[src/design/mbet_pkg.sv]
// Shared constants and control/status types for the escape-time core.
package mbet_pkg;

	localparam int FRAC_BITS = 28;
	localparam int IN_W      = 31;
	// z needs 3 integer bits plus sign, and must also hold any input point
	localparam int Z_W       = (FRAC_BITS + 4 > IN_W + 1) ? FRAC_BITS + 4 : IN_W + 1;
	localparam int P_W       = 2 * Z_W;
	localparam int CNT_W     = 8;

	localparam logic [CNT_W-1:0] MAX_ITER_RST = '1;

	// |z|^2 threshold of 4.0 at 2*FRAC_BITS fraction bits
	localparam logic [P_W:0] ESC_LIMIT = (P_W + 1)'(1) << (2 * FRAC_BITS + 2);

	typedef struct packed {
		logic load;
		logic mul;
		logic step;
		logic cfg_we;
	} mbet_cmd_t;

	typedef struct packed {
		logic stop;
	} mbet_sts_t;

endpackage

[src/design/mbet_ctrl.sv]
// Controller: sequences multiply and update cycles and raises the result strobe.
module mbet_ctrl (
	input  logic                clk,
	input  logic                arst_n,
	input  logic                start,
	input  logic                cfg_valid,
	input  mbet_pkg::mbet_sts_t sts,
	output mbet_pkg::mbet_cmd_t cmd,
	output logic                busy,
	output logic                cfg_ready,
	output logic                done
);
	import mbet_pkg::*;

	typedef enum logic [1:0] {
		ST_IDLE,
		ST_MUL,
		ST_ADD
	} state_t;

	state_t state_q;
	logic   done_q;

	assign busy      = state_q != ST_IDLE;
	assign cfg_ready = !busy;
	assign done      = done_q;

	always_comb begin
		cmd.load   = start && (state_q == ST_IDLE);
		cmd.mul    = state_q == ST_MUL;
		cmd.step   = state_q == ST_ADD;
		cmd.cfg_we = cfg_valid && (state_q == ST_IDLE);
	end

	always_ff @(posedge clk or negedge arst_n) begin
		if (!arst_n) begin
			state_q <= ST_IDLE;
			done_q  <= 1'b0;
		end else begin
			done_q <= 1'b0;
			unique case (state_q)
				ST_IDLE: begin
					if (start) state_q <= ST_MUL;
				end
				ST_MUL: begin
					state_q <= ST_ADD;
				end
				ST_ADD: begin
					// leave after the pass that escapes or reaches the limit
					if (sts.stop) begin
						state_q <= ST_IDLE;
						done_q  <= 1'b1;
					end else begin
						state_q <= ST_MUL;
					end
				end
				default: state_q <= ST_IDLE;
			endcase
		end
	end

`ifndef SYNTHESIS
	a_done_pulse: assert property (@(posedge clk) disable iff (!arst_n)
		done |=> !done) else $error("result strobe held longer than one cycle");
	a_done_idle: assert property (@(posedge clk) disable iff (!arst_n)
		done |-> !busy) else $error("result strobe while busy");
	a_start_busy: assert property (@(posedge clk) disable iff (!arst_n)
		(start && !busy) |=> (busy && !done)) else $error("accepted point did not start");
	a_done_source: assert property (@(posedge clk) disable iff (!arst_n)
		$rose(done) |-> $past(state_q == ST_ADD && sts.stop))
		else $error("strobe without a stopping pass");
`endif

endmodule

[config.mk]
export PLATFORM = sky130hd
export DESIGN_NAME = mbet_ctrl
export DESIGN_NICKNAME = d
export VERILOG_FILES = /design/src/design/mbet_pkg.sv /design/src/design/mbet_ctrl.sv
export SDC_FILE = /design/constraint.sdc
export NUM_CORES = 1
export LEC_CHECK = 0
export BUFFER_PORTS_ARGS = -buffer_cell sky130_fd_sc_hd__buf_2
export CAP_MARGIN = 30
export CORE_AREA = 2 2 39 41
export DETAILED_ROUTE_END_ITERATION = 10
export DIE_AREA = 0 0 41 43
export SYNTH_ARGS = -nofsm -noshare
export SYNTH_HDL_FRONTEND = slang
export SYNTH_SLANG_ARGS = --single-unit
[constraint.sdc]
create_clock -name clk -period 0.8 [get_ports clk]
set_input_delay 0.12 -clock clk [delete_from_list [all_inputs] [get_ports clk]]
set_output_delay 0.12 -clock clk [all_outputs]
set_load 0.05 [all_outputs]
==> run metrics <==
status complete, but fails checks; violated checks negative setup slack; setup repair bufs after CTS 0; Finished Core Util 0.250; worst path required time about 680 ps; post-synth net total 18; synth unique cells 7; routability-driven placement congestion ratio 0.546; Final Setup Violations 9; Worst Setup Path Type reg2out; number of port buffers 11; DRT iter0 DRCs 1; Max Fclk ~820 MHz; Arr. time, crit path between 1000 and 1500 ps; Clock Sinks 3; total global routing overflow 0; drt total wl 408 um; Via density between 3 and 4; max-cap viol count 0; CTS root buf clkbuf_4; Ports 12; vias in the first global route between 150 and 200; Clock Latency Late Sink around 230 ps; min Tclk post-route ~1200 ps; FP Rows 14; Multi-input gate area approximately 85 sq um; largest net degree at the start of global routing 5; most frequent cells in the layout buf_2, buf_6, and2_4, clkbuf_4, buf_8; pre-CTS setup slack -263 ps; core area between 1000 and 1500 sq um; Max transition margin 0.837; Final Hold Vio Count 0; warnings from Yosys 0; Final period util 1.52; fillcell total roughly 150; design area 345 sq um; Post-Layout Cell Count between 40 and 50; fin nets 37; Crit path max-delay family flip-flops; ratio of cells with drive above 1 in the final layout 0.839; RSZ-0062 raised after global routing true; gr usage total 0.0553; synthesized instance count 13; Die Wd between 40 and 50 um; flops & latches, synth 3; H-tree depth 1; DRT antenna net count 0; CP endpoint kind output port; commonest non-fill, non-tap cell in the layout buf_2; synthesized area per cell around 10 sq um; first-pass GRT wire length 552 um; Die Span Y roughly 43 um; Hold Crit Class in2reg; mapped cell area 134 sq um; routed len/inst between 8 and 9 um; Initial Util 0.0967; diode count 0; via count between 150 and 200; DRC 0; Crit path buffers/inverters 1; startpoint types register; placed cell count 42; Area Growth Syn to Fin 158%; Num CTS Buffers 3; worst slew pin tran between 200 and 250 ps; DP HPWL approximately 260 um; final max-slew violation count 0; Seq. cell area around 78 sq um; Critical Path Slowest Stage Cell dfrtp_2; register area share after synthesis 0.561; DP Area between 200 and 250 sq um; antenna violations before repair 0; slowest stage delay, CP 420 ps; TritonCTS clock tree built; Worst Skew 2.23 ps; worst path cell trace nor2_4, and2_4, buf_8; die area roughly 1800 sq um; final setup margin -417 ps; Crit Path Max Fanout 4; clk buf depth 2; Worst R2R Setup Slack -80 ps; CTS clock-pin slew for the worst setup and hold paths about 30 ps; DR pass1 iterations 2
==> synth_stat cells, drive strengths merged <==
master / count / area, sq um
nor2b: 3 / 21.3
and2: 3 / 18.8
a211oi: 1 / 7.51
nor2: 2 / 7.51
dfrtp: 3 / 75.1
inv: 1 / 3.75
==> metrics by stage <==
stage / hold WS (ps) / TNS [ps]
finish: 87.9 / -2410
global route: 80.4 / -2770
CTS: 72.8 / -2450
detailed placement: -82.9 / -1320
global placement: -82.8 / -1290
floorplan: -176 / -1830
==> final cells by class <==
type,instances,area share
Tap cell,16,0.0580
Sequential cell,3,0.225
Timing Repair Buffer,14,0.384
Clock buffer,4,0.0761
Inverter,1,0.0109
Multi-Input combinational cell,9,0.246
==> worst register-to-register path: cells and delay by family (launching register included) <==
kind | cells | cell delay [ps]
buffers and inverters | 1 | 140
flip-flops | 1 | 420
AND/OR/NAND/NOR | 2 | 260
==> sequential cells by signal (all words and copies together), names as in the netlist <==
register / count
done: 1
state_q: 2
==> final timing paths <==
| kind | start | to | cells past startpoint |
|---|---|---|---|
| worst max register to register | state_q[0] | done | 3 |
| worst max-delay path | state_q[0] | cmd[3] | 3 |
| max in group asynchronous | arst_n | state_q[0] | 2 |
| worst min register to register | state_q[0] | state_q[0] | 2 |
| worst min-delay path | sts | state_q[0] | 2 |
| min in group asynchronous | arst_n | done | 2 |
==> metal layers <==
metal,up-vias,part of all wire,track usage
met3,0,0.029,0.0314
met1,74,0.33,0.0548
met2,3,0.64,0.0625
met4,0,0,0.0800
met5,-,0,0
li1,77,-,-
==> kinds of logic after synthesis <==
family | count (synthesis) | synth area share
AOI/OAI and AO/OA | 1 | 0.0561
buffers and inverters | 1 | 0.0280
DFF | 3 | 0.561
and+or+nand+nor | 8 | 0.355
==> repair_timing <==
item	CTS	global route
hold endpoints to repair	3	0
pin swaps	1	1
resized for setup	17	3
hold buffers	1	0
gates cloned	0	0
endpoints found under the setup margin	10	10
Power is not shown: default switching activity piles up to over one toggle a cycle in this logic, so the estimate is an artifact.
